File: src/rtl/point_rotator_2d_core_macros.svh
// Assertion macros shared by the point rotator RTL.
`ifndef POINT_ROTATOR_2D_CORE_MACROS_SVH
`define POINT_ROTATOR_2D_CORE_MACROS_SVH
`ifndef SYNTHESIS
`define PROT_ASSERT(lbl, clk_s, rst_s, prop) \
  lbl: assert property (@(posedge clk_s) disable iff (rst_s) prop) \
    else $error("point rotator: property failed");
`define PROT_ASSERT_IMPLY(lbl, clk_s, rst_s, pre, post) \
  lbl: assert property (@(posedge clk_s) disable iff (rst_s) (pre) |-> (post)) \
    else $error("point rotator: implication failed");
`else
`define PROT_ASSERT(lbl, clk_s, rst_s, prop)
`define PROT_ASSERT_IMPLY(lbl, clk_s, rst_s, pre, post)
`endif
`endif

File: src/rtl/prot_pkg.sv
// Shared types and constants for the point rotator.
`timescale 1ns / 1ps
`default_nettype none
package prot_pkg;

  localparam int ANGLE_BITS = 32;
  localparam int FRAC_BITS  = 16;
  localparam int ATAN_DEPTH = 32;

  // reciprocal of the limiting CORDIC gain, unsigned Q0.32
  localparam logic [31:0] GAIN_Q32 = 32'h9B74EDA8;

  typedef logic [ANGLE_BITS-1:0] angle_t;

  typedef enum logic [1:0] {
    QUAD_0,
    QUAD_1,
    QUAD_2,
    QUAD_3
  } quadrant_t;

  // atan(2^-i) in units of full circle / 2^32
  localparam angle_t ATAN_TABLE [ATAN_DEPTH] = '{
    32'h20000000, 32'h12E4051D, 32'h09FB385B, 32'h051111D4,
    32'h028B0D43, 32'h0145D7E1, 32'h00A2F61E, 32'h00517C55,
    32'h0028BE53, 32'h00145F2E, 32'h000A2F98, 32'h000517CC,
    32'h00028BE6, 32'h000145F3, 32'h0000A2F9, 32'h0000517D,
    32'h000028BE, 32'h0000145F, 32'h00000A2F, 32'h00000518,
    32'h0000028C, 32'h00000146, 32'h000000A3, 32'h00000051,
    32'h00000028, 32'h00000014, 32'h0000000A, 32'h00000005,
    32'h00000002, 32'h00000001, 32'h00000000, 32'h00000000
  };

endpackage
`default_nettype wire

File: src/rtl/prot_gain.sv
// Gain scaling, angle reduction and quarter-turn pre-rotation (two stages).
`timescale 1ns / 1ps
`default_nettype none
module prot_gain
  import prot_pkg::*;
#(
  parameter int COORD_WIDTH = 16,
  parameter int ANGLE_WIDTH = 16,
  parameter int WORK_WIDTH  = 33
) (
  input  wire logic                          clk,
  input  wire logic                          rst,
  input  wire logic                          valid_in,
  input  wire logic signed [COORD_WIDTH-1:0] x_in,
  input  wire logic signed [COORD_WIDTH-1:0] y_in,
  input  wire logic signed [COORD_WIDTH-1:0] z_in,
  input  wire logic signed [ANGLE_WIDTH-1:0] turn_angle,
  output logic                               valid_out,
  output logic signed [WORK_WIDTH-1:0]       x_out,
  output logic signed [WORK_WIDTH-1:0]       y_out,
  output logic signed [COORD_WIDTH-1:0]      z_out,
  output angle_t                             resid_out
);

  localparam int PROD_WIDTH = COORD_WIDTH + 33;
  localparam logic signed [32:0] GAIN_S = {1'b0, GAIN_Q32};
  localparam angle_t HALF_QUAD = angle_t'(1) << (ANGLE_BITS - 3);

  logic signed [PROD_WIDTH-1:0] x_prod;
  logic signed [PROD_WIDTH-1:0] y_prod;
  angle_t                       angle_full;
  angle_t                       angle_biased;
  quadrant_t                    quad_next;
  angle_t                       resid_next;

  // stage 1 registers
  logic                         valid_s1;
  logic signed [WORK_WIDTH-1:0] x_s1;
  logic signed [WORK_WIDTH-1:0] y_s1;
  logic signed [COORD_WIDTH-1:0] z_s1;
  quadrant_t                    quad_s1;
  angle_t                       resid_s1;

  logic signed [WORK_WIDTH-1:0] x_rot;
  logic signed [WORK_WIDTH-1:0] y_rot;

  assign x_prod = x_in * GAIN_S;
  assign y_prod = y_in * GAIN_S;

  // binary angle in the top bits of a 32-bit full circle
  assign angle_full   = angle_t'(turn_angle) << (ANGLE_BITS - ANGLE_WIDTH);
  assign angle_biased = angle_full + HALF_QUAD;
  assign quad_next    = quadrant_t'(angle_biased[ANGLE_BITS-1 -: 2]);
  assign resid_next   = angle_full - {angle_biased[ANGLE_BITS-1 -: 2], {(ANGLE_BITS-2){1'b0}}};

  always_ff @(posedge clk) begin
    if (rst) begin
      valid_s1 <= 1'b0;
    end else begin
      valid_s1 <= valid_in;
    end
  end

  always_ff @(posedge clk) begin
    x_s1     <= x_prod[WORK_WIDTH+FRAC_BITS-1:FRAC_BITS];
    y_s1     <= y_prod[WORK_WIDTH+FRAC_BITS-1:FRAC_BITS];
    z_s1     <= z_in;
    quad_s1  <= quad_next;
    resid_s1 <= resid_next;
  end

  always_comb begin
    unique case (quad_s1)
      QUAD_0: begin
        x_rot = x_s1;
        y_rot = y_s1;
      end
      QUAD_1: begin
        x_rot = -y_s1;
        y_rot = x_s1;
      end
      QUAD_2: begin
        x_rot = -x_s1;
        y_rot = -y_s1;
      end
      QUAD_3: begin
        x_rot = y_s1;
        y_rot = -x_s1;
      end
      default: begin
        x_rot = x_s1;
        y_rot = y_s1;
      end
    endcase
  end

  always_ff @(posedge clk) begin
    if (rst) begin
      valid_out <= 1'b0;
    end else begin
      valid_out <= valid_s1;
    end
  end

  always_ff @(posedge clk) begin
    x_out     <= x_rot;
    y_out     <= y_rot;
    z_out     <= z_s1;
    resid_out <= resid_s1;
  end

endmodule
`default_nettype wire

File: config.mk
export PLATFORM = sky130hd
export DESIGN_NAME = prot_gain
export DESIGN_NICKNAME = d
export VERILOG_FILES = /design/src/rtl/point_rotator_2d_core_macros.svh /design/src/rtl/prot_pkg.sv /design/src/rtl/prot_gain.sv
export SDC_FILE = /design/constraint.sdc
export NUM_CORES = 1
export LEC_CHECK = 0
export BUFFER_PORTS_ARGS = -buffer_cell sky130_fd_sc_hd__buf_2
export CELL_PAD_IN_SITES_DETAIL_PLACEMENT = 1
export CELL_PAD_IN_SITES_GLOBAL_PLACEMENT = 1
export CORE_MARGIN = 8
export CORE_UTILIZATION = 45
export CTS_BUF_LIST = sky130_fd_sc_hd__clkbuf_16
export CTS_CLUSTER_SIZE = 10
export DETAILED_ROUTE_END_ITERATION = 6
export HOLD_SLACK_MARGIN = 0.06
export PLACE_DENSITY_LB_ADDON = 0.3
export SLEW_MARGIN = 30
export SYNTH_ARGS = -nofsm -noshare
export SYNTH_HDL_FRONTEND = slang
export SYNTH_SLANG_ARGS = --single-unit
File: constraint.sdc
create_clock -name clk -period 12.4 [get_ports clk]
set_clock_uncertainty 0.05 [all_clocks]
set_input_delay 2.48 -clock clk [delete_from_list [all_inputs] [get_ports clk]]
set_output_delay 2.48 -clock clk [all_outputs]
set_load 0.02 [all_outputs]
Word level (Yosys, flattened, before mapping):

Cells that the tools add are included.

* bits in registers: 232
* bits of input ports: 67
* output and inout bits: 115
* logic and storage cells: 23

* add/sub/neg operators: 4
* $mul: 2
* equality and inequality tests: 3
* mux-type cells: 2
* reduce and logical (&&, ||, !) cells: 1

Operators by type and width (count)
* 33-bit case mux with 4 select lines: 2
* 16-bit by 30-bit multiplier with 46-bit output (second input constant): 2
* 33-bit negation: 2
* 32-bit by 30-bit adder with 32-bit output (second input constant): 1
* 32-bit subtractor: 1
* 2-bit == test (second input constant): 2
* 2-bit by 1-bit == test with 1-bit output (second input constant): 1
* 2-bit zero test: 1

Longest topological paths before layout:

* depth in word-level cells: 2
* depth in mapped cells: 23
* depth with buffers taken out: 22

Least setup slack after synthesis:

Ideal clock, no wire load.

* path kind: input to register
* from: input port x_in[4]
* to: register x_s1[28]
* library setup time: 138 ps
* data arrival time: 7713 ps
* required time: 12212 ps
* setup slack: 4498 ps
* stages: 20
* cells stage by stage: fa_1 > inv_1 > fa_1 > inv_1 > fa_1 > fa_1 > fa_1 > inv_1 > fa_1 > inv_1 > ha_1 > a21oi_1 > nor2b_1 > o21a_1 > or3b_2 > a221o_1 > a31o_2 > a31oi_1 > o311ai_0 > xor2_1

* cells in the longest elaborated chain, start to end: 1

Ends and longest elaborated chain
* start: declaration: line prot_gain.sv:14 `input wire logic signed [COORD_WIDTH-1:0] x_in,`
* 16-bit by 30-bit multiplier with 46-bit output: line prot_gain.sv:47 `assign x_prod = x_in * GAIN_S;`
* named net x_prod[44]: line prot_gain.sv:29 `logic signed [PROD_WIDTH-1:0] x_prod;`
* end signal: assignment: line prot_gain.sv:65 `x_s1 <= x_prod[WORK_WIDTH+FRAC_BITS-1:FRAC_BITS];`
* end: declaration: line prot_gain.sv:38 `logic signed [WORK_WIDTH-1:0] x_s1;`

The timed path passes the listed nets, and every way through them passes these cells.
A chain may end at the register's enable or synchronous reset.

Worst setup path in the final report:

* from: input port y_in[5]
* to: register y_s1[31]

* cells in the longest elaborated chain, start to end: 1

Ends and longest elaborated chain
* start: declaration: line prot_gain.sv:15 `input wire logic signed [COORD_WIDTH-1:0] y_in,`
* 16-bit by 30-bit multiplier with 46-bit output: line prot_gain.sv:48 `assign y_prod = y_in * GAIN_S;`
* named net y_prod[47]: line prot_gain.sv:30 `logic signed [PROD_WIDTH-1:0] y_prod;`
* end signal: assignment: line prot_gain.sv:66 `y_s1 <= y_prod[WORK_WIDTH+FRAC_BITS-1:FRAC_BITS];`
* end: declaration: line prot_gain.sv:39 `logic signed [WORK_WIDTH-1:0] y_s1;`

The timed path passes the listed nets, and every way through them passes these cells.

==> results.py <==
metrics = {
    "logic_synthesis": {
        "yosys_register_bits": 200,
        "yosys_warnings": 0,
        "synthSimpleGateAreaFrac_pct": 7.90,
        "synth_top_family_by_area": "adder cells",
        "synth.top_cells.by_area": "fa_1 31%, ha_1 18%, dfxtp_1 17%",
        "synth_top_area_share_pct": 30.7,
        "synth.most_common_cell": "inv_1",
        "synth_edf_count": 0,
        "ys_async_sr_fraction_pct": 0,
        "synthDistinctLibCells": 65,
        "yosys.area.top_type": "fa_1",
        "syn_avg_cell_area_um2": 9.55,
        "muxShareOfSynthArea_pct": 0.325,
        "synth_ff_type": "dfxtp_1",
        "synth_compound_area_share_pct": 10.3,
        "synth_common_cells": "571 x inv_1, 354 x fa_1, 327 x ha_1, 200 x dfxtp_1, 120 x a21oi_1",
        "netlist_instances": 2419,
        "synth_xor_area_share_pct": 4.89,
        "synthAdderAreaFrac_pct": 48.4,
        "syn_area_um2": 23100,
        "yosysSeqAreaShare_pct": 17.3,
    },
    "sta": {
        "rsz0062_at_grt": "false",
        "drv_slew": 0,
        "hold_viol": 0,
        "period_share_pct": 67.7,
        "slew_headroom_pct": 37.5,
        "worstMarginPinSlew_ps": 929,
        "setup_viol": 0,
        "max_freq_ghz": 0.119,
        "fin_crit_ps": 8390,
        "fin_tns_setup_ps": 0,
    },
    "clock_tree": {
        "cts_setup_buffers": 0,
        "cts.sinks": 200,
        "clock_path_buffers": 2,
        "tritoncts": "done",
        "cts_buffers": 17,
        "clk_latency_ps": 470,
        "ctsHoldBuffers": 0,
        "cts_resized": 0,
        "htreeDepth": 4,
        "clk_pin_slew_worst_paths_ps": 90,
        "cts_root_buf": "clkbuf_16",
    },
    "placement": {
        "port_buffers": 165,
        "place.gp.congestion": 0.989,
        "hpwl_um": 63700,
    },
    "floorplan": {
        "ios": 182,
        "chipHeight_um": 243,
        "core_area_um2": 51000,
        "start_util_pct": 45.3,
        "die_area_um2": 58800,
        "rows": 83,
        "die_x_um": 243,
    },
    "cells_and_area": {
        "nets": 3292,
        "drive_gt1_share_pct": 8.60,
        "antenna_cells": 0,
        "area_growth_pct": 8.92,
    },
    "hold_path": {
        "worstHoldPathCells": 0,
        "worst_hold_path_type": "reg2reg",
    },
    "global_route": {
        "overflow": 0,
        "antenna_found_initial": 0,
        "grt_pass1_vias": 18500,
        "grt_usage_pct": 24.4,
        "grt_start_max_net_pins": 103,
        "grt_pass1_wl_um": 112000,
    },
    "drt": {
        "vias_per_cell": 5.24,
        "wire_per_inst_um": 22.3,
        "wl_met1_um": 35200,
        "dr.max_layer_used": "met4",
        "drtPass1Iterations": 5,
        "drt_drc_violations_left": 0,
        "met3WireLength_um": 3230,
        "met2_length_um": 33300,
        "drt_iter0_drc": 891,
        "num_vias": 17000,
        "drtAntennaViolNets": 0,
        "drt_wl_total_um": 72200,
    },
    "flow_run": {
        "maxCapViolations": 0,
    },
    "run_status": {
        "run_status": "complete, no violations",
    },
    "critical_path": {
        "crit_type": "in2reg",
        "cp_data_required_time_ps": 12750,
        "path_max_fanout": 7,
        "startpoint_type": "primary input",
        "cp-end-kind": "flip-flop",
        "worst_ep_arrival_time_ps": 8740,
        "reg2reg_depth": 10,
    },
}
## worst max-delay path: stages
cell and delay (ps):
buf_2 230, inv_1 130, ha_1 350, inv_1 180, fa_1 470, fa_1 510, fa_1 550, inv_1 60
fa_1 460, fa_1 500, inv_1 40, ha_1 330, a21oi_1 230, nand2b_1 120, nor3_1 160, a21oi_1 180
a41oi_1 610, nor4_1 190, or3_1 420, a211oi_1 360, xnor2_1 170
## per-stage QoR
step | worst slack, ps | util (%) | hold WS (ps) | area, um2 | cells
6_report | 4010 | 49.3 | 282 | 25200 | 3237
5_1_grt | 3650 | 49.3 | 285 | 25200 | 3237
4_1_cts | 4050 | 49.3 | 282 | 25200 | 3237
3_5_place_dp | 3570 | 48.0 | 263 | 24500 | 3205
3_3_place_gp | 3710 | 48.0 | 260 | 24500 | 3205
2_1_floorplan | 4500 | - | 260 | 23200 | 2434
## cells by family (layout without fill, tap and decap cells)
family                   after synthesis  after routing
buffers and inverters                647            770
XOR/XNOR                             129            129
other                                  1             16
AND/OR/NAND/NOR                      376            376
AO/OA/AOI/OAI                        380            380
multiplexers                           5              5
flip-flops                           200            200
adder cells (fa/ha/maj)              681            681
## cells in the final DEF, fill, tap and decap left out, drive strengths merged, types with 45 or more instances in the layout
master and instances:
inv 580, fa 354, ha 327, dfxtp 200, buf 167, a21oi 120, nand2 102, nor2 100
o21ai 96, xnor2 83, xor2 46, a21o 45
## registers in the layout, indices dropped and copies added (netlist names)
name	cells
y_out	33
x_s1	33
z_out	16
x_out	33
valid_s1	1
valid_out	1
resid_out	16
z_s1	16
quad_s1	2
resid_s1	16
y_s1	33
## final cells by class
class	instances	area, um2
clock buffer	17	425
clock inverter	15	239
fill	5891	25800
inverter	571	2140
multi-input combinational	1587	16600
sequential	200	4010
tap	680	851
timing repair buffer	167	845
## path summary, 6_finish.rpt
kind	start	end	slack, ps
min reg2reg	resid_s1[20]	resid_out[20]	280
max	y_in[5]	y_s1[31]	4010
max reg2reg	y_s1[0]	y_out[32]	8810
min	resid_s1[20]	resid_out[20]	280
## per-layer routing
metal	vias up	global-route usage (%)
li1	7902	-
met1	8688	35.2
met2	339	39.5
met3	29	3.53
met4	0	3.05
met5	-	0
Power is left out: the tool's default activity adds up to more than one toggle a clock period on the data nets, which glitch-free logic cannot reach.
