$ cat config.mk
export PLATFORM = sky130hd
export DESIGN_NAME = prot_out
export DESIGN_NICKNAME = d
export VERILOG_FILES = /design/src/rtl/point_rotator_2d_core_macros.svh /design/src/rtl/prot_pkg.sv /design/src/rtl/prot_out.sv
export SDC_FILE = /design/constraint.sdc
export NUM_CORES = 1
export LEC_CHECK = 0
export ABC_AREA = 0
export BUFFER_PORTS_ARGS = -buffer_cell sky130_fd_sc_hd__buf_2
export CAP_MARGIN = 40
export CELL_PAD_IN_SITES_DETAIL_PLACEMENT = 1
export CELL_PAD_IN_SITES_GLOBAL_PLACEMENT = 1
export CORE_ASPECT_RATIO = 0.5
export CORE_MARGIN = 3
export CORE_UTILIZATION = 27
export CTS_CLUSTER_DIAMETER = 40
export CTS_CLUSTER_SIZE = 14
export DETAILED_ROUTE_END_ITERATION = 8
export GPL_TIMING_DRIVEN = 0
export MAX_ROUTING_LAYER = met4
export PLACE_DENSITY_LB_ADDON = 0.1
export RECOVER_POWER = 25
export REMOVE_ABC_BUFFERS = 1
export SLEW_MARGIN = 30
export SYNTH_ARGS = -nofsm -noshare
export SYNTH_HDL_FRONTEND = slang
export SYNTH_SLANG_ARGS = --single-unit
$ cat constraint.sdc
create_clock -name clk -period 1.99 [get_ports clk]
set_input_delay 0.398 -clock clk [delete_from_list [all_inputs] [get_ports clk]]
set_output_delay 0.398 -clock clk [all_outputs]
set_load 0.05 [all_outputs]
$ cat src/rtl/point_rotator_2d_core_macros.svh
// Assertion macros shared by the point rotator RTL.
`ifndef POINT_ROTATOR_2D_CORE_MACROS_SVH
`define POINT_ROTATOR_2D_CORE_MACROS_SVH
`ifndef SYNTHESIS
`define PROT_ASSERT(lbl, clk_s, rst_s, prop) \
  lbl: assert property (@(posedge clk_s) disable iff (rst_s) prop) \
    else $error("point rotator: property failed");
`define PROT_ASSERT_IMPLY(lbl, clk_s, rst_s, pre, post) \
  lbl: assert property (@(posedge clk_s) disable iff (rst_s) (pre) |-> (post)) \
    else $error("point rotator: implication failed");
`else
`define PROT_ASSERT(lbl, clk_s, rst_s, prop)
`define PROT_ASSERT_IMPLY(lbl, clk_s, rst_s, pre, post)
`endif
`endif

$ cat src/rtl/prot_pkg.sv
// Shared types and constants for the point rotator.
`timescale 1ns / 1ps
`default_nettype none
package prot_pkg;

  localparam int ANGLE_BITS = 32;
  localparam int FRAC_BITS  = 16;
  localparam int ATAN_DEPTH = 32;

  // reciprocal of the limiting CORDIC gain, unsigned Q0.32
  localparam logic [31:0] GAIN_Q32 = 32'h9B74EDA8;

  typedef logic [ANGLE_BITS-1:0] angle_t;

  typedef enum logic [1:0] {
    QUAD_0,
    QUAD_1,
    QUAD_2,
    QUAD_3
  } quadrant_t;

  // atan(2^-i) in units of full circle / 2^32
  localparam angle_t ATAN_TABLE [ATAN_DEPTH] = '{
    32'h20000000, 32'h12E4051D, 32'h09FB385B, 32'h051111D4,
    32'h028B0D43, 32'h0145D7E1, 32'h00A2F61E, 32'h00517C55,
    32'h0028BE53, 32'h00145F2E, 32'h000A2F98, 32'h000517CC,
    32'h00028BE6, 32'h000145F3, 32'h0000A2F9, 32'h0000517D,
    32'h000028BE, 32'h0000145F, 32'h00000A2F, 32'h00000518,
    32'h0000028C, 32'h00000146, 32'h000000A3, 32'h00000051,
    32'h00000028, 32'h00000014, 32'h0000000A, 32'h00000005,
    32'h00000002, 32'h00000001, 32'h00000000, 32'h00000000
  };

endpackage
`default_nettype wire

$ cat src/rtl/prot_out.sv
// Round half up, saturate to the coordinate range, register the result.
`timescale 1ns / 1ps
`default_nettype none
module prot_out
  import prot_pkg::*;
#(
  parameter int COORD_WIDTH = 16,
  parameter int WORK_WIDTH  = 33
) (
  input  wire logic                          clk,
  input  wire logic                          rst,
  input  wire logic                          valid_in,
  input  wire logic signed [WORK_WIDTH-1:0]  x_in,
  input  wire logic signed [WORK_WIDTH-1:0]  y_in,
  input  wire logic signed [COORD_WIDTH-1:0] z_in,
  output logic                               valid_out,
  output logic signed [COORD_WIDTH-1:0]      x_out,
  output logic signed [COORD_WIDTH-1:0]      y_out,
  output logic signed [COORD_WIDTH-1:0]      z_out
);

  localparam int RND_WIDTH = WORK_WIDTH + 1 - FRAC_BITS;
  localparam logic signed [WORK_WIDTH:0] HALF_LSB =
    (WORK_WIDTH+1)'(1) << (FRAC_BITS - 1);
  localparam logic signed [RND_WIDTH-1:0] SAT_MAX =
    RND_WIDTH'({1'b0, {(COORD_WIDTH-1){1'b1}}});
  localparam logic signed [RND_WIDTH-1:0] SAT_MIN =
    {{(RND_WIDTH-COORD_WIDTH+1){1'b1}}, {(COORD_WIDTH-1){1'b0}}};

  logic signed [WORK_WIDTH:0]    x_sum;
  logic signed [WORK_WIDTH:0]    y_sum;
  logic signed [RND_WIDTH-1:0]   x_rnd;
  logic signed [RND_WIDTH-1:0]   y_rnd;
  logic signed [COORD_WIDTH-1:0] x_sat;
  logic signed [COORD_WIDTH-1:0] y_sat;

  assign x_sum = {x_in[WORK_WIDTH-1], x_in} + HALF_LSB;
  assign y_sum = {y_in[WORK_WIDTH-1], y_in} + HALF_LSB;
  assign x_rnd = x_sum[WORK_WIDTH:FRAC_BITS];
  assign y_rnd = y_sum[WORK_WIDTH:FRAC_BITS];

  always_comb begin
    if (x_rnd > SAT_MAX) begin
      x_sat = SAT_MAX[COORD_WIDTH-1:0];
    end else if (x_rnd < SAT_MIN) begin
      x_sat = SAT_MIN[COORD_WIDTH-1:0];
    end else begin
      x_sat = x_rnd[COORD_WIDTH-1:0];
    end
    if (y_rnd > SAT_MAX) begin
      y_sat = SAT_MAX[COORD_WIDTH-1:0];
    end else if (y_rnd < SAT_MIN) begin
      y_sat = SAT_MIN[COORD_WIDTH-1:0];
    end else begin
      y_sat = y_rnd[COORD_WIDTH-1:0];
    end
  end

  always_ff @(posedge clk) begin
    if (rst) begin
      valid_out <= 1'b0;
    end else begin
      valid_out <= valid_in;
    end
  end

  always_ff @(posedge clk) begin
    x_out <= x_sat;
    y_out <= y_sat;
    z_out <= z_in;
  end

endmodule
`default_nettype wire

# [Yosys cells after proc, flatten, opt, wreduce, memory -nomap -nowiden]
# Index checks and enable logic that the tools add are counted.
[op_classes] addsub=2 magnitude_cmp=4 n_mux=2
[ops] op="33-bit by 17-bit adder with 34-bit output (second input constant)" n=2
[ops] op="18-bit by 16-bit > comparator with 1-bit output (second input constant)" n=2
[ops] op="18-bit by 16-bit < comparator with 1-bit output (second input constant)" n=2
[ops] op="16-bit 2-to-1 mux" n=2
[totals] register_bits=49 in_bits=85 out_inout_bits=49 wordCells=12

# [Depth between registers and ports, before layout]
# Gate-level depths: netlist of run 1.
[depth] ltp_word=3 ltp_mapped=7 depth_no_buf=6

# [Worst setup path after synthesis of run 1]
# No wires, ideal clock.
[synth_path] path_kind="input -> register" start="input port x_in[15]" end="register x_out[0]" setup_time_ns=0.135 arrival_ns=1.777 required_time_ns=1.855 slack_ns=0.078 stages=7 path_buffers=1 cell_sequence="ha_1 -> buf_2 -> nand4_1 -> nor4_4 -> xor2_2 -> o31ai_4 -> o21ai_1"
[synth_between] elab_chain_cells=3 word_cells_on_any_way=4 classes_between="1 x add/sub; 2 x order compare; 1 x mux"
[synth_lines] item="start: declaration" line="prot_out.sv:13" text="input wire logic signed [WORK_WIDTH-1:0] x_in,"
[synth_lines] item="33-bit by 17-bit adder with 34-bit output *" line="prot_out.sv:37" text="assign x_sum = {x_in[WORK_WIDTH-1], x_in} + HALF_LSB;"
[synth_lines] item="18-bit by 16-bit < comparator with 1-bit output" line="prot_out.sv:45" text="end else if (x_rnd < SAT_MIN) begin"
[synth_lines] item="16-bit 2-to-1 mux" line="prot_out.sv:45"
[synth_lines] item="end signal: assignment" line="prot_out.sv:68" text="x_out <= x_sat;"
[synth_lines] item="end: declaration" line="prot_out.sv:17" text="output logic signed [COORD_WIDTH-1:0] x_out,"
# Every way passes the cells marked *; elsewhere a longest branch is shown, timed or not.
# A chain may end at the register's enable or synchronous reset.

# [Worst setup path in the final report of run 1]
[layout_path] start="input port y_in[15]" end="register y_out[12]"
[layout_between] elab_chain_cells=3 word_cells_on_any_way=4 classes_between="1 x add/sub; 2 x order compare; 1 x mux"
[layout_lines] item="start: declaration" line="prot_out.sv:14" text="input wire logic signed [WORK_WIDTH-1:0] y_in,"
[layout_lines] item="33-bit by 17-bit adder with 34-bit output *" line="prot_out.sv:38" text="assign y_sum = {y_in[WORK_WIDTH-1], y_in} + HALF_LSB;"
[layout_lines] item="18-bit by 16-bit < comparator with 1-bit output" line="prot_out.sv:52" text="end else if (y_rnd < SAT_MIN) begin"
[layout_lines] item="16-bit 2-to-1 mux" line="prot_out.sv:52"
[layout_lines] item="end signal: assignment" line="prot_out.sv:69" text="y_out <= y_sat;"
[layout_lines] item="end: declaration" line="prot_out.sv:18" text="output logic signed [COORD_WIDTH-1:0] y_out,"
# Marked as above.

==> qor.csv, run 1 <==
stage;metric;value;unit
status;outcome;finished, final reports clean;
clock_tree;number of CTS-inserted buffers;5;
synthesis;cell area after technology mapping;2160;sq um
detailed_routing;DR WL/cell;14.4;microns
clock_tree;clock-pin slew on the worst setup and hold paths;0.07;ns
synthesis;Yosys warning total;0;
place;quantity of I/O buffers inserted on ports;103;
synthesis;Post-Syn Instances;223;
cells_and_area;Layout area overhead;38.0;%
synthesis;distinct cell type count after synthesis;39;
setup_path;cells along the critical path;buf_2 > ha_2 > nand4_1 > nor4_4 > a21oi_1 > a21oi_2 > o21ai_0;
global_routing;pin count of the biggest net entering global routing;16;
timing;Hold Violations, Final;0;
die;number of I/O pins;134;
setup_path;critical path class;primary input to flop;
detailed_routing;first drt pass iteration count;4;
setup_path;kind of capture point of the worst setup path;flop;
global_routing;initial antenna violation count;0;
timing;Final Cycle Share;94.5;%
die;Die Y-Extent;69.3;microns
pwr;total power density per cell area;884;nW/um^2
worst_hold_path;source of the worst hold timing path;z_in[14];
synthesis;count of flip-flops with a built-in enable after synthesis;0;
pwr;largest voltage drop on the vdd net;0.369;mV
pwr;Leak Pwr;1.24;nW
clock_tree;buffer cell driving the clock tree root;sky130_fd_sc_hd__clkbuf_16;
detailed_routing;total routed wirelength;6.33;mm
die;die footprint;9180;sq um
timing;Final Setup Violations;0;
setup_path;arrival time of the worst setup path;2.02;ns
detailed_routing;initial DRC count;64;
place;dpl hpwl;5.17;mm
global_routing;global route total overflow;0;
timing;number of pins with negative max-slew slack in the final report;0;
synthesis;Mean Syn Cell Area;9.69;sq um
global_routing;global-route wire length before repair;10.7;mm
timing;unrepaired setup endpoints after global routing;no;
timing;final critical-path setup slack;0.110;ns
detailed_routing;routed vias;2065;
setup_path;Worst path slowest cell;sky130_fd_sc_hd__nor4_4;
timing;Final Critical Period;1.88;ns
synthesis;proportion of synthesized chip area in sequential cells;45.4;%
die;Row Count;22;
timing;post-route setup TNS;0;ns
setup_path;required arrival time at the worst endpoint;2.13;ns
setup_path;CP startpoint kind;primary input;
cells_and_area;antenna cell count;0;
die;die extent in x;133;microns
clock_tree;clock tree from TritonCTS;yes;
clock_tree;number of H-tree branching levels;2;
synthesis;predominant post-synthesis flop cell;sky130_fd_sc_hd__dfxtp_1;
detailed_routing;antenna viol nets, final;0;
setup_path;top cell family by delay on the critical path;simple AND/OR/NAND/NOR gates;
synthesis;total of flip-flops plus latches after synthesis;49;
synthesis;fraction of synthesis flops using an asynchronous set or reset pin;0;%
cells_and_area;final core utilization;39.5;%
setup_path;Critical Path Start;y_in[15];
setup_path;Worst Path Buf+Inv;1;
worst_hold_path;type of the worst min-delay path;primary input to flop;
clock_tree;number of clock sinks;49;
global_routing;aggregate global-route resource usage;14.3;%
cells_and_area;fraction of final layout cells sized beyond drive strength 1;38.6;%
timing;Slew headroom;59.2;%
timing;Tightest Pin Transition;0.615;ns
timing;Max Freq;532;MHz
global_routing;via count of the first global-routing pass;2209;
place;global placement routability congestion;0.853;
detailed_routing;average via count per standard cell;4.69;
die;area of the placeable core;7540;sq um
die;initial cell density of the core;28.6;%
setup_path;Worst path max stage delay;0.47;ns
cells_and_area;fillers;936;
place;setup slack at placement;-0.590;ns
cells_and_area;Net count, final;418;
detailed_routing;DRC Markers;0;
setup_path;maximum fanout encountered on the critical timing path;7;
clock_tree;maximum count of clock buffers along a single path;2;
job;max cap viols;0;
## layer usage
layer / up-vias / part of all wire, % / wire, microns / GRT usage, %
met3: 9 / 3.6 / 226 / 3.62
met1: 991 / 42 / 2640 / 15.8
li1: 1021 / - / - / -
met2: 44 / 53 / 3380 / 26.4
met4: 0 / 1.3 / 84 / 3.23
met5: - / 0 / 0 / -
## final timing paths
check / endpoint / slack (ns) / cells after the start
max: y_out[12]$_SDFF_PN1_ / 0.11 / 7
min: z_out[14]$_DFF_P_ / 0.21 / 1
## state kept, by name (all words and copies together) (netlist names)
signal	cells
valid_out	1
x_out	16
y_out	16
z_out	16
## synthesized netlist by cell type, types with 3 or more instances
cell type | number | area share (%)
sky130_fd_sc_hd__nand3_1 | 15 | 3.5
sky130_fd_sc_hd__o21ai_0 | 9 | 2.1
sky130_fd_sc_hd__xor2_1 | 12 | 4.9
sky130_fd_sc_hd__nor4_4 | 3 | 3.0
sky130_fd_sc_hd__nor2_1 | 9 | 1.6
sky130_fd_sc_hd__o21ai_1 | 6 | 1.4
sky130_fd_sc_hd__nand4_1 | 8 | 2.3
sky130_fd_sc_hd__dfxtp_1 | 49 | 45
sky130_fd_sc_hd__o22ai_1 | 4 | 1.2
sky130_fd_sc_hd__nor3_1 | 12 | 2.8
sky130_fd_sc_hd__inv_1 | 7 | 1.2
sky130_fd_sc_hd__a21oi_1 | 21 | 4.9
sky130_fd_sc_hd__a21oi_2 | 3 | 1.2
sky130_fd_sc_hd__nand4_4 | 3 | 3.0
sky130_fd_sc_hd__nand2_1 | 14 | 2.4
sky130_fd_sc_hd__nor4_1 | 5 | 1.4
sky130_fd_sc_hd__xnor2_1 | 16 | 6.5
## logic make-up after synthesis
kind of cell | Yosys count | synth area share [%]
AOI/OAI and AO/OA | 51 | 14.9
DFF | 49 | 45.4
and+or+nand+nor | 81 | 24.1
adders and majority gates | 2 | 1.16
buffers and inverters | 11 | 2.37
xor gates and xnor gates | 29 | 12.1
## placed cells by master, fill, tap and decap left out, types with 7 or more instances in the layout
cell type	synthesis	layout
sky130_fd_sc_hd__nand4_1	8	8
sky130_fd_sc_hd__xor2_1	12	12
sky130_fd_sc_hd__xnor2_1	16	16
sky130_fd_sc_hd__nor2_1	9	9
sky130_fd_sc_hd__o21ai_1	6	7
sky130_fd_sc_hd__nand3_1	15	15
sky130_fd_sc_hd__clkbuf_1	1	8
sky130_fd_sc_hd__buf_2	1	96
sky130_fd_sc_hd__dfxtp_1	49	49
sky130_fd_sc_hd__inv_1	7	7
sky130_fd_sc_hd__o21ai_0	9	7
sky130_fd_sc_hd__nor3_1	12	12
sky130_fd_sc_hd__a21oi_1	21	20
sky130_fd_sc_hd__nand2_1	14	14
## power breakdown
group	switching [W]	total (W)	internal [W]	leakage, nW
combinational	0.000451	0.000606	0.000156	0.749
sequential	0.0000173	0.00107	0.00106	0.413
clock	0.000361	0.000957	0.000596	0.0810
total	0.000829	0.00264	0.00181	1.24
## metrics by stage
stage	power (W)	hold WS [ns]	instances	area [sq um]
6_report	0.00264	0.209	440	2980
5_1_grt	0.00275	0.199	440	2980
4_1_cts	0.00267	0.203	439	2970
3_5_place_dp	0.00171	0.502	430	2790
3_3_place_gp	0.00169	0.501	430	2790
2_1_floorplan	0.00150	0.426	219	2140
## cell type report
type / instances / area [sq um] / area share (%)
Clock buffer: 6 / 129 / 4.32
Inverter: 7 / 26.3 / 0.881
Tap cell: 108 / 135 / 4.53
Multi-Input combinational cell: 163 / 1150 / 38.6
Sequential cell: 49 / 981 / 32.9
Clock inverter: 2 / 38.8 / 1.30
Timing Repair Buffer: 105 / 522 / 17.5
## what timing repair did
action                                  4_1_cts  5_1_grt
buffers inserted                              1        1
pin swaps                                     3        4
gates resized for setup                       2        4
endpoints found under the setup margin       27       10
hold buffers                                  0        0
Note: power is estimated with default switching activity, not from simulation.
==> run 2: changes to the inputs <==
- HOLD_SLACK_MARGIN: default -> 0.02
- SETUP_SLACK_MARGIN: default -> 0.15
==> qor.csv, run 2 (same netlist as run 1, synthesis figures left out) <==
stage;metric;value;unit;change
status;outcome;finished, final reports clean;;unchanged
global_routing;via count of the first global-routing pass;2215;;was 2209
setup_path;maximum fanout encountered on the critical timing path;8;;was 7
die;initial cell density of the core;28.6;%;unchanged
clock_tree;clock-pin slew on the worst setup and hold paths;0.07;ns;about the same
timing;Final Setup Violations;0;;unchanged
clock_tree;number of H-tree branching levels;2;;unchanged
timing;Final Critical Period;1.74;ns;was 1.88 ns
setup_path;required arrival time at the worst endpoint;2.20;ns;was 2.13 ns
clock_tree;buffer cell driving the clock tree root;sky130_fd_sc_hd__clkbuf_16;;unchanged
cells_and_area;leading cell type in the layout, fill and taps excluded;sky130_fd_sc_hd__buf_2;;unchanged
cells_and_area;Non-Filler Cell Area, Final;3060;sq um;was 2980 sq um
setup_path;CP startpoint kind;primary input;;unchanged
die;Row Count;22;;unchanged
global_routing;global route total overflow;0;;unchanged
clock_tree;maximum count of clock buffers along a single path;2;;unchanged
global_routing;initial antenna violation count;0;;unchanged
job;max cap viols;0;;unchanged
timing;Slew headroom;59.2;%;about the same
place;dpl hpwl;5.17;mm;unchanged
setup_path;critical path class;primary input to flop;;unchanged
cells_and_area;fraction of final layout cells sized beyond drive strength 1;40.7;%;was 38.6%
global_routing;aggregate global-route resource usage;14.3;%;about the same
detailed_routing;initial DRC count;62;;was 64
place;quantity of I/O buffers inserted on ports;103;;unchanged
timing;post-route setup TNS;0;ns;unchanged
cells_and_area;highest-count cells in the layout ignoring fill and taps;96 x sky130_fd_sc_hd__buf_2, 49 x sky130_fd_sc_hd__dfxtp_1, 19 x sky130_fd_sc_hd__a21oi_1;;was 96 x sky130_fd_sc_hd__buf_2, 49 x sky130_fd_sc_hd__dfxtp_1, 20 x sky130_fd_sc_hd__a21oi_1
setup_path;kind of capture point of the worst setup path;flop;;unchanged
setup_path;capturing element of the worst setup path;x_out[8]$_SDFF_PN1_;;was y_out[12]$_SDFF_PN1_
timing;Hold Violations, Final;0;;unchanged
die;die footprint;9180;sq um;unchanged
detailed_routing;first drt pass iteration count;4;;unchanged
detailed_routing;average via count per standard cell;4.67;;was 4.69
detailed_routing;antenna viol nets, final;0;;unchanged
cells_and_area;antenna cell count;0;;unchanged
place;standard cell area after detailed placement;2790;sq um;unchanged
cells_and_area;largest registers;x_out (16), y_out (16), z_out (16);;unchanged
cells_and_area;Layout area overhead;41.5;%;was 38.0%
setup_path;Critical Path Start;x_in[15];;was y_in[15]
clock_tree;number of CTS-inserted buffers;5;;unchanged
pwr;total power density per cell area;866;nW/um^2;was 884 nW/um^2
pwr;Leak Pwr;1.27;nW;was 1.24 nW
die;die extent in x;133;microns;unchanged
timing;Final Cycle Share;87.7;%;was 94.5%
die;area of the placeable core;7540;sq um;unchanged
global_routing;pin count of the biggest net entering global routing;16;;unchanged
detailed_routing;total routed wirelength;6.42;mm;was 6.33 mm
global_routing;global-route wire length before repair;10.7;mm;about the same
clock_tree;clock tree from TritonCTS;yes;;unchanged
worst_hold_path;type of the worst min-delay path;primary input to flop;;unchanged
setup_path;arrival time of the worst setup path;1.96;ns;was 2.02 ns
clock_tree;number of hold buffers added after CTS;0;;unchanged
timing;number of pins with negative max-slew slack in the final report;0;;unchanged
detailed_routing;routed vias;2080;;was 2065
clock_tree;number of clock sinks;49;;unchanged
detailed_routing;DR WL/cell;14.4;microns;about the same
die;Die Y-Extent;69.3;microns;unchanged
detailed_routing;DRC Markers;0;;unchanged
timing;Max Freq;573;MHz;was 532 MHz
place;global placement routability congestion;0.853;;unchanged
die;number of I/O pins;134;;unchanged
timing;Tightest Pin Transition;0.615;ns;about the same
timing;unrepaired setup endpoints after global routing;no;;unchanged
cells_and_area;Net count, final;423;;was 418
pwr;largest voltage drop on the vdd net;0.391;mV;was 0.369 mV
-- run 2: layer usage --
layer / GRT usage (%) / up-vias / routed length [microns]
met5: - / - / 0
met4: 3.23 / 0 / 83
li1: - / 1028 / -
met2: 26.4 / 40 / 3520
met1: 15.7 / 1003 / 2610
met3: 3.62 / 9 / 208
-- run 2: cell type report --
cell class,count,area [sq um]
clock buffers,6,129
clock inverters,2,38.8
fillers,935,4480
inverters,7,26.3
multi-input cells,163,1190
flip-flops and latches,49,981
well taps,108,135
repair buffers,110,559
-- run 2: power breakdown --
group | switching (W) | leakage, nW | internal [W]
logic | 0.000454 | 0.777 | 0.000162
registers | 0.0000175 | 0.413 | 0.00106
clock network | 0.000362 | 0.0810 | 0.000596
-- run 2: worst max-delay path, cell delays in order --
cell and delay (ns):
sky130_fd_sc_hd__buf_2 0.13, sky130_fd_sc_hd__ha_4 0.18, sky130_fd_sc_hd__nand4_1 0.17, sky130_fd_sc_hd__nor4_4 0.24
sky130_fd_sc_hd__buf_4 0.19, sky130_fd_sc_hd__xor2_4 0.27, sky130_fd_sc_hd__o31ai_4 0.07, sky130_fd_sc_hd__buf_4 0.18
sky130_fd_sc_hd__a21oi_1 0.12
-- run 2: how the worst min path moves through the flow --
stage                         from  cells after the start                 to  slack (ns)
final                     z_in[14]                      1  z_out[14]$_DFF_P_        0.21
after global routing       z_in[9]                      1   z_out[9]$_DFF_P_        0.20
after CTS                 z_in[14]                      1  z_out[14]$_DFF_P_        0.20
after detailed placement   z_in[0]                      1   z_out[0]$_DFF_P_        0.50
after global placement     z_in[5]                      1   z_out[5]$_DFF_P_        0.50
after floorplan            z_in[0]                      0   z_out[0]$_DFF_P_        0.43
-- run 2: what timing repair did --
item / CTS / global route
endpoints found under the setup margin: 30 / 26
resized for setup: 3 / 11
pin swaps: 4 / 5
buffers inserted: 2 / 5
-- run 2: stage by stage --
stage | hold slack (ns) | power (W) | instances | util [%] | worst slack (ns)
floorplan | 0.426 | 0.00150 | 219 | - | 0.0817
global placement | 0.501 | 0.00169 | 430 | 36.9 | -0.412
detailed placement | 0.502 | 0.00171 | 430 | 36.9 | -0.590
CTS | 0.203 | 0.00267 | 440 | 39.6 | 0.150
global route | 0.199 | 0.00276 | 445 | 40.5 | 0.148
finish | 0.210 | 0.00265 | 445 | 40.5 | 0.245
