`src/rtl/point_rotator_2d_core_macros.svh`:
```
// Assertion macros shared by the point rotator RTL.
`ifndef POINT_ROTATOR_2D_CORE_MACROS_SVH
`define POINT_ROTATOR_2D_CORE_MACROS_SVH
`ifndef SYNTHESIS
`define PROT_ASSERT(lbl, clk_s, rst_s, prop) \
  lbl: assert property (@(posedge clk_s) disable iff (rst_s) prop) \
    else $error("point rotator: property failed");
`define PROT_ASSERT_IMPLY(lbl, clk_s, rst_s, pre, post) \
  lbl: assert property (@(posedge clk_s) disable iff (rst_s) (pre) |-> (post)) \
    else $error("point rotator: implication failed");
`else
`define PROT_ASSERT(lbl, clk_s, rst_s, prop)
`define PROT_ASSERT_IMPLY(lbl, clk_s, rst_s, pre, post)
`endif
`endif

```
`src/rtl/prot_pkg.sv`:
```
// Shared types and constants for the point rotator.
`timescale 1ns / 1ps
`default_nettype none
package prot_pkg;

  localparam int ANGLE_BITS = 32;
  localparam int FRAC_BITS  = 16;
  localparam int ATAN_DEPTH = 32;

  // reciprocal of the limiting CORDIC gain, unsigned Q0.32
  localparam logic [31:0] GAIN_Q32 = 32'h9B74EDA8;

  typedef logic [ANGLE_BITS-1:0] angle_t;

  typedef enum logic [1:0] {
    QUAD_0,
    QUAD_1,
    QUAD_2,
    QUAD_3
  } quadrant_t;

  // atan(2^-i) in units of full circle / 2^32
  localparam angle_t ATAN_TABLE [ATAN_DEPTH] = '{
    32'h20000000, 32'h12E4051D, 32'h09FB385B, 32'h051111D4,
    32'h028B0D43, 32'h0145D7E1, 32'h00A2F61E, 32'h00517C55,
    32'h0028BE53, 32'h00145F2E, 32'h000A2F98, 32'h000517CC,
    32'h00028BE6, 32'h000145F3, 32'h0000A2F9, 32'h0000517D,
    32'h000028BE, 32'h0000145F, 32'h00000A2F, 32'h00000518,
    32'h0000028C, 32'h00000146, 32'h000000A3, 32'h00000051,
    32'h00000028, 32'h00000014, 32'h0000000A, 32'h00000005,
    32'h00000002, 32'h00000001, 32'h00000000, 32'h00000000
  };

endpackage
`default_nettype wire

```
`src/rtl/prot_stage.sv`:
```
// One registered CORDIC micro-rotation.
`timescale 1ns / 1ps
`default_nettype none
module prot_stage
  import prot_pkg::*;
#(
  parameter int COORD_WIDTH = 16,
  parameter int WORK_WIDTH  = 33,
  parameter int STEP_INDEX  = 0
) (
  input  wire logic                          clk,
  input  wire logic                          rst,
  input  wire logic                          valid_in,
  input  wire logic signed [WORK_WIDTH-1:0]  x_in,
  input  wire logic signed [WORK_WIDTH-1:0]  y_in,
  input  wire logic signed [COORD_WIDTH-1:0] z_in,
  input  wire angle_t                        resid_in,
  output logic                               valid_out,
  output logic signed [WORK_WIDTH-1:0]       x_out,
  output logic signed [WORK_WIDTH-1:0]       y_out,
  output logic signed [COORD_WIDTH-1:0]      z_out,
  output angle_t                             resid_out
);

  localparam angle_t STEP_ANGLE = ATAN_TABLE[STEP_INDEX];

  logic signed [WORK_WIDTH-1:0] dx;
  logic signed [WORK_WIDTH-1:0] dy;
  logic                         go_ccw;

  // arithmetic shift is a floor divide by 2^i
  assign dx     = y_in >>> STEP_INDEX;
  assign dy     = x_in >>> STEP_INDEX;
  assign go_ccw = !resid_in[ANGLE_BITS-1];

  always_ff @(posedge clk) begin
    if (rst) begin
      valid_out <= 1'b0;
    end else begin
      valid_out <= valid_in;
    end
  end

  always_ff @(posedge clk) begin
    z_out <= z_in;
    if (go_ccw) begin
      x_out     <= x_in - dx;
      y_out     <= y_in + dy;
      resid_out <= resid_in - STEP_ANGLE;
    end else begin
      x_out     <= x_in + dx;
      y_out     <= y_in - dy;
      resid_out <= resid_in + STEP_ANGLE;
    end
  end

endmodule
`default_nettype wire

```
`config.mk`:
```
export PLATFORM = sky130hd
export DESIGN_NAME = prot_stage
export DESIGN_NICKNAME = d
export VERILOG_FILES = /design/src/rtl/point_rotator_2d_core_macros.svh /design/src/rtl/prot_pkg.sv /design/src/rtl/prot_stage.sv
export SDC_FILE = /design/constraint.sdc
export NUM_CORES = 1
export LEC_CHECK = 0
export ABC_AREA = 1
export BUFFER_PORTS_ARGS = -buffer_cell sky130_fd_sc_hd__buf_2
export CAP_MARGIN = 20
export CORE_MARGIN = 2
export CORE_UTILIZATION = 40
export CTS_CLUSTER_DIAMETER = 40
export DETAILED_ROUTE_END_ITERATION = 10
export MAX_ROUTING_LAYER = met4
export PLACE_DENSITY = 0.64
export SLEW_MARGIN = 5
export SYNTH_ARGS = -nofsm -noshare
export SYNTH_HDL_FRONTEND = slang
export SYNTH_SLANG_ARGS = --single-unit
```
`constraint.sdc`:
```
create_clock -name clk -period 3.6 [get_ports clk]
set_clock_uncertainty 0.1 [all_clocks]
set_input_delay 0.72 -clock clk [delete_from_list [all_inputs] [get_ports clk]]
set_output_delay 0.72 -clock clk [all_outputs]
set_load 0.005 [all_outputs]
```
# Yosys cells after proc, flatten, opt, wreduce, memory -nomap -nowiden
# Index checks and enable logic that the tools add are counted.
# op_classes
add_sub_neg,5
n_mux,3
# ops
op,count
$mux W33,2
$sub A33 B33 Y33,2
$add A33 B33 Y33,1
$add A32 B30 Y32 const B,1
$mux W32,1
$sub A32 B30 Y32 const B,1
# totals
reg_bits,115
inputBits,117
output_inout_bits,115
wordCells,13

# Longest topological paths before layout
# Gate-level depths: netlist of run 1.
# depth
ltp_word,2
depth_mapped,16
mapped_depth_nobuf,15

# Least setup slack after synthesis of run 1
# OpenSTA, ideal clock, no wires.
# synth_timing
path_type,input to register
from,in x_in[0]
to,reg x_out[32]
setup_ps,113
arrival_time_ps,2195
required_ps,3387
slack_ps,1192
cell_stages,13
path_buffers,0
cell_sequence,inv_1 -> ha_1 -> fa_1 -> o21ai_1 -> nand2_1 -> nand2_1 -> nand2_1 -> nand2_1 -> nand2_1 -> nand2_1 -> nand2_1 -> nand3_1 -> nand2_1
# synth_via
elab_chain_cells,2
elab_cells_between_ends,3
cone_classes,add/sub: 2; mux: 1
# synth_rtl
item,line_no,source
from (decl),prot_stage.sv:14,"input wire logic signed [WORK_WIDTH-1:0] x_in,"
$sub A33 B33 Y33 or $add A33 B33 Y33 (tied branches),"prot_stage.sv:47, prot_stage.sv:51",
$mux W33 (*),prot_stage.sv:46,if (go_ccw) begin
to (signal assigned),prot_stage.sv:47,x_out <= x_in - dx;
to (signal assigned),prot_stage.sv:51,x_out <= x_in + dx;
to (decl),prot_stage.sv:19,"output logic signed [WORK_WIDTH-1:0] x_out,"
# Every way passes the cells marked *; elsewhere a longest branch is shown, timed or not.
# A chain may end at the register's enable or synchronous reset.

# Worst setup path after layout of run 1
# layout_timing
from,in x_in[0]
to,reg x_out[24]
# The elaborated chain is that of the path after synthesis.

==> out/metrics.yaml, run 1 <==
sta:
  slew_headroom_pct: 49.6
  finalCritPeriodShare_pct: 73.4
  setup_viol: 0
  tightest_slew_ns: 0.757
  drv_slew: 0
  finalHoldViolCount: 0
  fin_crit_ns: 2.64
  tns_ns: 0
  fmax_mhz: 379
  grt_setup_unrepaired: "no"
clock_tree:
  clkTransAtPathRegs_ns: 0.06
  hold_buffers: 0
  cts-root-buf: "clkbuf_16"
  cts_tree: "done"
  clock-sinks: 114
  cts_setup_buffers: 0
  max-clock-path-buffers: 2
  htreeDepth: 4
  post_cts_resized: 0
  cts_buffers: 17
floorplan:
  start_util_pct: 40.8
  floorplan.die.width_microns: 161
  io_pins: 232
  core_area_sq_mm: 0.0243
  die_y_microns: 161
  die-area_sq_mm: 0.0261
  num_rows: 57
worst_setup_path:
  critical_path_required_ns: 3.82
  arrival_ns: 2.86
  path_cells: "buf_2, inv_1, ha_1, fa_1, o21ai_1, nand2_1, nand2_1, nand2_1, nand2_1, nand2_1, nand2_1, nand2_1, nand3_1, nand2_1"
  crit_slowest_cell: "fa_1"
  worstPathMaxFanout: 5
  cp_top_family: "adder cells"
  cp-end-kind: "flop"
  setup.worst_path.start: "x_in[0]"
  path_common_cell: "nand2_1"
  worstSetupPathType: "in2reg"
  critPathBufInv: 2
  start_kind: "input pin"
  critical-path-max-stage-delay_ns: 0.51
detailed_routing:
  drtAntennaViolNets: 0
  first_iter_violations: 849
  vias: 10900
  drc: 0
  post_drt_via_cell_ratio: 4.87
  finalWirelength_microns: 34400
  drt_pass1_iterations: 5
  wire_per_inst_microns: 15.4
job:
  cap_viol_max_count: 0
synthesis:
  postSynthCellCount: 1688
  ys_ff_latch: 114
  syn_nets: 1913
  syn_area_sq_mm: 0.00992
  yosysUniqueCellTypes: 32
  syn-mean-instance-area_sq_um: 5.88
  synth-seq-area-share_pct: 23.0
  yosysWarnings: 0
hold_path:
  min_path_type: "in2reg"
  worstHoldStart: "z_in[9]"
power:
  sw_frac_of_total_pct: 38.7
  p_leak_nw: 6.98
  seq_power_share_pct: 31.6
  p_int_mw: 2.86
  comb_power_share_pct: 33.1
  powerDensity_mw_per_mm2: 395
  switching_power_mw: 1.81
  ir_drop_mv: 0.209
  p_clk_share_pct: 35.3
cells_and_area:
  final_nets: 2125
  multi_input_area_sq_mm: 0.00618
  drive_above_1_share_pct: 14.6
  syn2layout_area_growth_pct: 19.2
  n_antenna_cell: 0
  fin_util_pct: 48.6
  seq_area_sq_mm: 0.00228
  fillers: 2621
outcome:
  status: "complete, no violations"
global_routing:
  grt_antenna_before_repair: 0
  grt_pass1_wl_microns: 53200
  grt_pass1_vias: 10100
  gr-total-overflow: 0
  grt_max_degree: 62
  grt_use_total_pct: 27.0
place:
  port_buffers: 231
  hpwl_microns: 28600
  gp_congestion: 0.963
## per-stage QoR
stage,cells,total power [mW],cell area [sq um],hold WS [ns],setup WS (ns)
after floorplan,1688,2.44,9920,0.648,1.19
after global placement,2205,3.02,11300,0.722,0.558
after detailed placement,2205,3.02,11300,0.724,0.563
after CTS,2237,4.69,11800,0.279,1.00
after global routing,2237,4.96,11800,0.287,0.776
final,2237,4.67,11800,0.290,0.959
## power by group through the flow
stage / sequential (mW) / clock, mW / combinational, mW
3_3_place_gp: 1.50 / 0 / 1.52
3_5_place_dp: 1.50 / 0 / 1.52
4_1_cts: 1.48 / 1.69 / 1.53
6_report: 1.47 / 1.65 / 1.55
5_1_grt: 1.49 / 1.75 / 1.73
2_1_floorplan: 1.52 / 0 / 0.924
## layout make-up
type / count / share of cell area (%)
multi-input combinational: 1210 / 52.3
sequential: 114 / 19.3
inverter: 321 / 10.2
timing repair buffer: 236 / 10.1
clock buffer: 17 / 3.60
tap: 324 / 3.43
clock inverter: 15 / 1.05
## worst paths after layout
kind,depth (start not counted),end,slack (ns)
worst max-delay path,14,x_out[24]$_DFF_P_,0.96
worst min-delay path,1,z_out[9]$_DFF_P_,0.29
## kinds of logic (layout without fill, tap and decap cells)
kind of cell	Yosys count	count (layout)	share of synthesized area, %
xor+xnor	24	24	2.12
simple gates	909	909	37.0
compound gates	168	168	9.17
flops	114	114	23.0
buf+inv	364	589	14.6
fa+ha+maj	108	108	13.9
mux	1	1	0.101
## sequential cells by signal, summed over array words and instances (netlist names)
signal and count:
valid_out 1, resid_out 32, y_out 32, x_out 33
z_out 16
## synth_stat cells
master | n | area share, %
xor2_1 | 24 | 2.1
nand2_2 | 2 | 0.13
nor3_1 | 6 | 0.30
nand3_1 | 142 | 7.2
or2_2 | 2 | 0.13
o21ai_0 | 61 | 3.1
nor2_2 | 3 | 0.19
a21oi_1 | 71 | 3.6
nand4_1 | 13 | 0.82
o211ai_1 | 4 | 0.30
and2_1 | 7 | 0.44
nand2_1 | 579 | 22
or2_1 | 1 | 0.063
a31oi_1 | 2 | 0.13
nor2_1 | 153 | 5.8
o22ai_1 | 8 | 0.50
o31ai_1 | 2 | 0.15
clkbuf_1 | 8 | 0.30
a21oi_2 | 1 | 0.088
dfxtp_1 | 114 | 23
nand3_2 | 1 | 0.10
buf_6 | 2 | 0.23
inv_1 | 320 | 12
o21ai_1 | 4 | 0.20
buf_1 | 1 | 0.038
buf_4 | 12 | 0.91
o21bai_1 | 15 | 1.1
ha_1 | 104 | 13
mux2i_1 | 1 | 0.10
buf_2 | 20 | 1.0
fa_1 | 4 | 0.81
inv_2 | 1 | 0.038
## routing by layer
metal	vias up	track usage, %	routed length (microns)
met1	4844	35.7	16000
met3	41	3.90	2660
met4	0	7.39	610
met5	-	-	0
li1	5558	-	-
met2	447	42.9	15200
## placed cells by master, fill, tap and decap left out, types with 13 or more instances in the layout
master / count
ha_1: 104
nand2_1: 579
nor2_1: 153
inv_1: 319
a21oi_1: 71
buf_2: 231
o21ai_0: 61
nand4_1: 13
o21bai_1: 15
clkbuf_16: 17
nand3_1: 142
xor2_1: 24
dfxtp_1: 114
Note: power is estimated with default switching activity, not from simulation.
==> run 2: changes to the inputs <==
ABC_AREA = 0   (was 1)
PLACE_DENSITY = 0.69   (was 0.64)
clock period = 2.4 ns   (was 3.6 ns; I/O delays follow)
==> out/metrics.yaml, run 2 <==
sta:
  finalHoldViolCount: 0
  fin_crit_ns: 2.69
  drv_slew: 0
  slew_headroom_pct: 67.1
  finalCritPeriodShare_pct: 112
  fin_ws_ns: -0.294
  grt_setup_unrepaired: "yes"
  tightest_slew_ns: 0.489
  fmax_mhz: 371
  setup_viol: 35
detailed_routing:
  post_drt_via_cell_ratio: 5.19
  wire_per_inst_microns: 16.7
  drt_pass1_iterations: 5
  drtAntennaViolNets: 0
  vias: 9264
  drc: 0
  first_iter_violations: 632
  finalWirelength_microns: 29800
cells_and_area:
  final_cell_mix: "buf_4, buf_2, dfxtp_1, a21oi_1, inv_1"
  syn2layout_area_growth_pct: 64.2
  drive_above_1_share_pct: 48.4
  fillers: 1655
  final_area_sq_mm: 0.0133
  largestRegisters: "x_out (33), resid_out (32), y_out (32)"
  largest_reg_flops: 33
  layout_commonest_cell: "buf_4"
  n_antenna_cell: 0
  fin_util_pct: 66.4
  final_nets: 1728
  top_register: "x_out"
floorplan:
  io_pins: 232
  floorplan.die.width_microns: 146
  start_util_pct: 40.4
  num_rows: 52
  die_y_microns: 146
  die-area_sq_mm: 0.0214
  core_area_sq_mm: 0.0200
synthesis:
  async_reset_ff_share_pct: 0
  ys_ff_latch: 114
  yosysTopAreaCellShare_pct: 28.2
  syn-mean-instance-area_sq_um: 8.23
  synth-seq-area-share_pct: 28.2
  syn_nets: 1210
  ys_top_cells_by_count: "a21oi_1, dfxtp_1, ha_1"
  syn_area_sq_mm: 0.00811
  synthFlopType: "dfxtp_1"
  postSynthCellCount: 985
  ys_top_cells_by_area: "dfxtp_1, ha_1, a21oi_1, xnor2_1, inv_1"
  yosysUniqueCellTypes: 78
  synth-edff-count: 0
  yosysTopAreaCell: "dfxtp_1"
  synth.most_common_cell: "a21oi_1"
  yosysWarnings: 0
global_routing:
  grt_use_total_pct: 27.5
  grt_pass1_vias: 9036
  grt_pass1_wl_microns: 45700
  grt_antenna_before_repair: 0
  grt_max_degree: 87
  gr-total-overflow: 0
worst_setup_path:
  worstPathMaxFanout: 3
  arrival_ns: 2.91
  cp-end-kind: "flop"
  worstSetupPathType: "in2reg"
  start_kind: "input pin"
  critical_path_required_ns: 2.61
  setup.worst_path.start: "y_in[0]"
power:
  ir_drop_mv: 0.490
  p_leak_nw: 6.44
  powerDensity_mw_per_mm2: 591
outcome:
  violations: "setup timing"
  status: "finished, violations left"
place:
  hpwl_microns: 22700
  detailedPlace.worstSlack_ns: -0.825
  dpl_cell_area_sq_mm: 0.0118
  gp_congestion: 0.964
  port_buffers: 231
job:
  cap_viol_max_count: 0
clock_tree:
  max-clock-path-buffers: 2
  cts-root-buf: "clkbuf_16"
  cts_tree: "done"
  hold_buffers: 0
  clock-sinks: 114
  htreeDepth: 4
  clkTransAtPathRegs_ns: 0.06
  cts_buffers: 17
hold_path:
  worstHoldStart: "z_in[13]"
  min_path_type: "in2reg"
-- run 2: changes by cell type after synthesis, sizes merged, moves of 20 or more --
cell / delta
xnor2: +58
a21oi: +61
nand3: -131
nor2: -79
inv: -217
xor2: -20
nand2: -525
-- run 2: worst max-delay path, cell delays in order --
cell and delay [ns]:
buf_8 0.10, ha_4 0.16, fa_2 0.39, nor2b_4 0.15, o21ai_4 0.22, a21oi_2 0.10
a211oi_2 0.18, buf_4 0.16, o21ai_4 0.06, a221oi_2 0.26, buf_4 0.19, nand3_1 0.10
a32oi_2 0.26, xnor2_1 0.09
-- run 2: worst paths after layout --
path | to | slack (ns) | cells after the start
max | x_out[30]$_DFF_P_ | -0.29 | 14
min | z_out[13]$_DFF_P_ | 0.05 | 1
-- run 2: report_power, final --
part           leakage [nW]  total [mW]  internal, mW  switching (mW)
registers             0.962        2.29          2.20          0.0888
logic                  5.19        3.03          1.51            1.52
clock network         0.284        2.55          1.47            1.07
total                  6.44        7.87          5.19            2.68
-- run 2: timing repair --
item,4_1_cts,5_1_grt
endpoints found under the setup margin,37,42
pin swaps,75,55
setup buffers,25,6
gates resized for setup,109,62
gates cloned,0,1
-- run 2: area by class of cell --
cell class	count	area (sq um)	area share, %
clock buffer	17	425	3.20
clock inverter	15	160	1.20
inverter	106	457	3.43
multi-input combinational	725	5990	45.0
sequential	114	2280	17.1
tap	270	338	2.54
timing repair buffer	539	3650	27.5
-- run 2: cells by family after synthesis --
group	count (synthesis)	share of synthesized area, %
compound gates	322	25.7
flops	114	28.2
fa+ha+maj	108	17.0
buf+inv	146	7.73
mux	14	1.73
xor+xnor	62	6.70
simple gates	219	12.9
-- run 2: metrics by stage --
stage	hold WS, ns	total power [mW]	cells	setup TNS [ns]
floorplan	0.408	3.66	985	-4.46
global placement	0.482	4.96	1725	-26.49
detailed placement	0.484	5.00	1725	-28.43
CTS	0.0440	7.77	1780	-3.42
global route	0.0391	8.25	1786	-7.24
finish	0.0549	7.87	1786	-4.46
-- run 2: per-layer routing --
| metal | vias up | GRT usage, % | part of all wire [%] |
|---|---|---|---|
| met5 | - | - | 0 |
| met4 | 0 | 11.0 | 3.8 |
| met3 | 93 | 4.78 | 6.4 |
| met2 | 425 | 46.4 | 49 |
| met1 | 4305 | 32.6 | 41 |
| li1 | 4441 | - | - |
==> run 3: changes to the inputs <==
ABC_AREA = 1   (was 0)
PLACE_DENSITY = 0.67   (was 0.69)
==> out/metrics.yaml, run 3 (synthesized netlist as in run 1, its figures left out) <==
place:
  dpl_cell_area_sq_mm: 0.0128
  hpwl_microns: 29800
  gp_congestion: 1.03
  port_buffers: 231
  dp_cells: 2409
hold_path:
  min_path_type: "in2reg"
  min_path_cells: 1
  hold_end: "resid_out[14]$_DFF_P_"
  worstHoldStart: "resid_in[14]"
power:
  p_int_mw: 4.87
  seq_power_share_pct: 28.8
  p_clk_share_pct: 35.6
  powerDensity_mw_per_mm2: 572
  switching_power_mw: 2.81
  sw_frac_of_total_pct: 36.6
  p_leak_nw: 8.00
  ir_drop_mv: 0.418
  comb_power_share_pct: 35.7
global_routing:
  grt_antenna_before_repair: 0
  grt_use_total_pct: 27.9
  grt_pass1_vias: 11000
  met1_usage_pct: 37.2
  top_usage_layer: "met2"
  grt_use_met3_pct: 3.47
  grtUsageMet2_pct: 44.4
  gr-total-overflow: 0
  grt_pass1_wl_microns: 55400
  grt_max_degree: 62
detailed_routing:
  first_iter_violations: 814
  finalWirelength_microns: 35600
  wire_per_inst_microns: 14.6
  drtAntennaViolNets: 0
  post_drt_via_cell_ratio: 4.82
  drt_pass1_iterations: 6
  drc: 0
  vias: 11800
cells_and_area:
  final_nets: 2329
  largestRegisters: "x_out (33), resid_out (32), y_out (32)"
  seq_area_sq_mm: 0.00228
  top_register: "x_out"
  largest_reg_flops: 33
  fillers: 2524
  drive_above_1_share_pct: 22.9
  final_area_sq_mm: 0.0134
  multi_input_area_sq_mm: 0.00619
  layout_commonest_cell: "nand2_1"
  final_cell_mix: "nand2_1, inv_1, buf_2, buf_4, nor2_1"
  final_cells: 2441
  syn2layout_area_growth_pct: 35.2
  n_antenna_cell: 0
job:
  cap_viol_max_count: 0
floorplan:
  floorplan.die.width_microns: 161
  die-area_sq_mm: 0.0261
  io_pins: 232
  die_y_microns: 161
  start_util_pct: 40.8
  core_area_sq_mm: 0.0243
  num_rows: 57
worst_setup_path:
  arrival_ns: 2.43
  start_kind: "input pin"
  worstSetupPathType: "in2reg"
  worstPathMaxFanout: 8
  critical_path_required_ns: 2.63
  cp-end-kind: "flop"
clock_tree:
  cts_tree: "done"
  hold_buffers: 0
  htreeDepth: 4
  clkTransAtPathRegs_ns: 0.07
  cts_setup_buffers: 0
  max-clock-path-buffers: 2
  cts-root-buf: "clkbuf_16"
  clock-sinks: 114
  cts_buffers: 17
sta:
  finalHoldViolCount: 0
  fmax_mhz: 454
  slew_headroom_pct: 52.1
  fin_crit_ns: 2.20
  tightest_slew_ns: 0.718
  tns_ns: 0
  grt_setup_unrepaired: "no"
  setup_viol: 0
  drv_slew: 0
  finalCritPeriodShare_pct: 91.7
outcome:
  status: "complete, no violations"
==> run 3: worst max-delay path, stage by stage <==
cell	delay (ns)
buf_2	0.11
inv_1	0.05
ha_1	0.46
nand2_1	0.17
nor2_1	0.22
buf_4	0.15
nand2_1	0.09
nor2_1	0.24
nand2_1	0.20
nand2_1	0.10
nand2_1	0.05
nand3_1	0.07
nand2_1	0.05
==> run 3: power groups by stage <==
| stage | sequential [mW] | clock, mW | combinational (mW) |
|---|---|---|---|
| final | 2.21 | 2.73 | 2.74 |
| after floorplan | 2.28 | 0 | 1.39 |
| after global placement | 2.25 | 0 | 2.67 |
| after global routing | 2.23 | 2.86 | 3.04 |
| after CTS | 2.21 | 2.78 | 2.71 |
| after detailed placement | 2.25 | 0 | 2.69 |
==> run 3: how the worst max path moves through the flow <==
| stage | startpoint | to | slack, ns |
|---|---|---|---|
| CTS | x_in[23] | x_out[31]$_DFF_P_ | 0.28 |
| global route | x_in[17] | x_out[32]$_DFF_P_ | 0.04 |
| detailed placement | x_in[23] | x_out[31]$_DFF_P_ | -0.16 |
| finish | x_in[23] | x_out[31]$_DFF_P_ | 0.20 |
| floorplan | x_in[0] | x_out[32]$_DFF_P_ | 0.23 |
| global placement | x_in[23] | x_out[31]$_DFF_P_ | -0.18 |
==> run 3: routing by layer <==
metal	share of wire (%)	wire length, microns	vias to the layer above
li1	-	-	5971
met3	8.3	2940	53
met5	0	0	-
met4	2.3	816	0
met1	45	16100	5241
met2	44	15700	498
==> run 3: per-stage QoR <==
step / setup slack, ns / power (mW) / hold slack, ns / util [%]
2_1_floorplan: 0.232 / 3.67 / 0.408 / -
3_3_place_gp: -0.176 / 4.91 / 0.482 / 52.6
3_5_place_dp: -0.165 / 4.94 / 0.484 / 52.6
4_1_cts: 0.276 / 7.70 / 0.0388 / 55.1
5_1_grt: 0.0434 / 8.13 / 0.0374 / 55.2
6_report: 0.198 / 7.67 / 0.0449 / 55.2
==> run 3: layout make-up <==
class                   count  share of cell area, %
well taps                 324                   3.02
flip-flops and latches    114                   17.0
multi-input cells        1210                   46.1
clock inverters            15                   1.37
clock buffers              17                   3.17
repair buffers            440                   20.3
inverters                 321                   8.98
==> run 3: what timing repair did <==
item,in CTS,in global routing
hold endpoints to repair,0,0
setup endpoints to repair,0,2
gates resized for setup,0,1
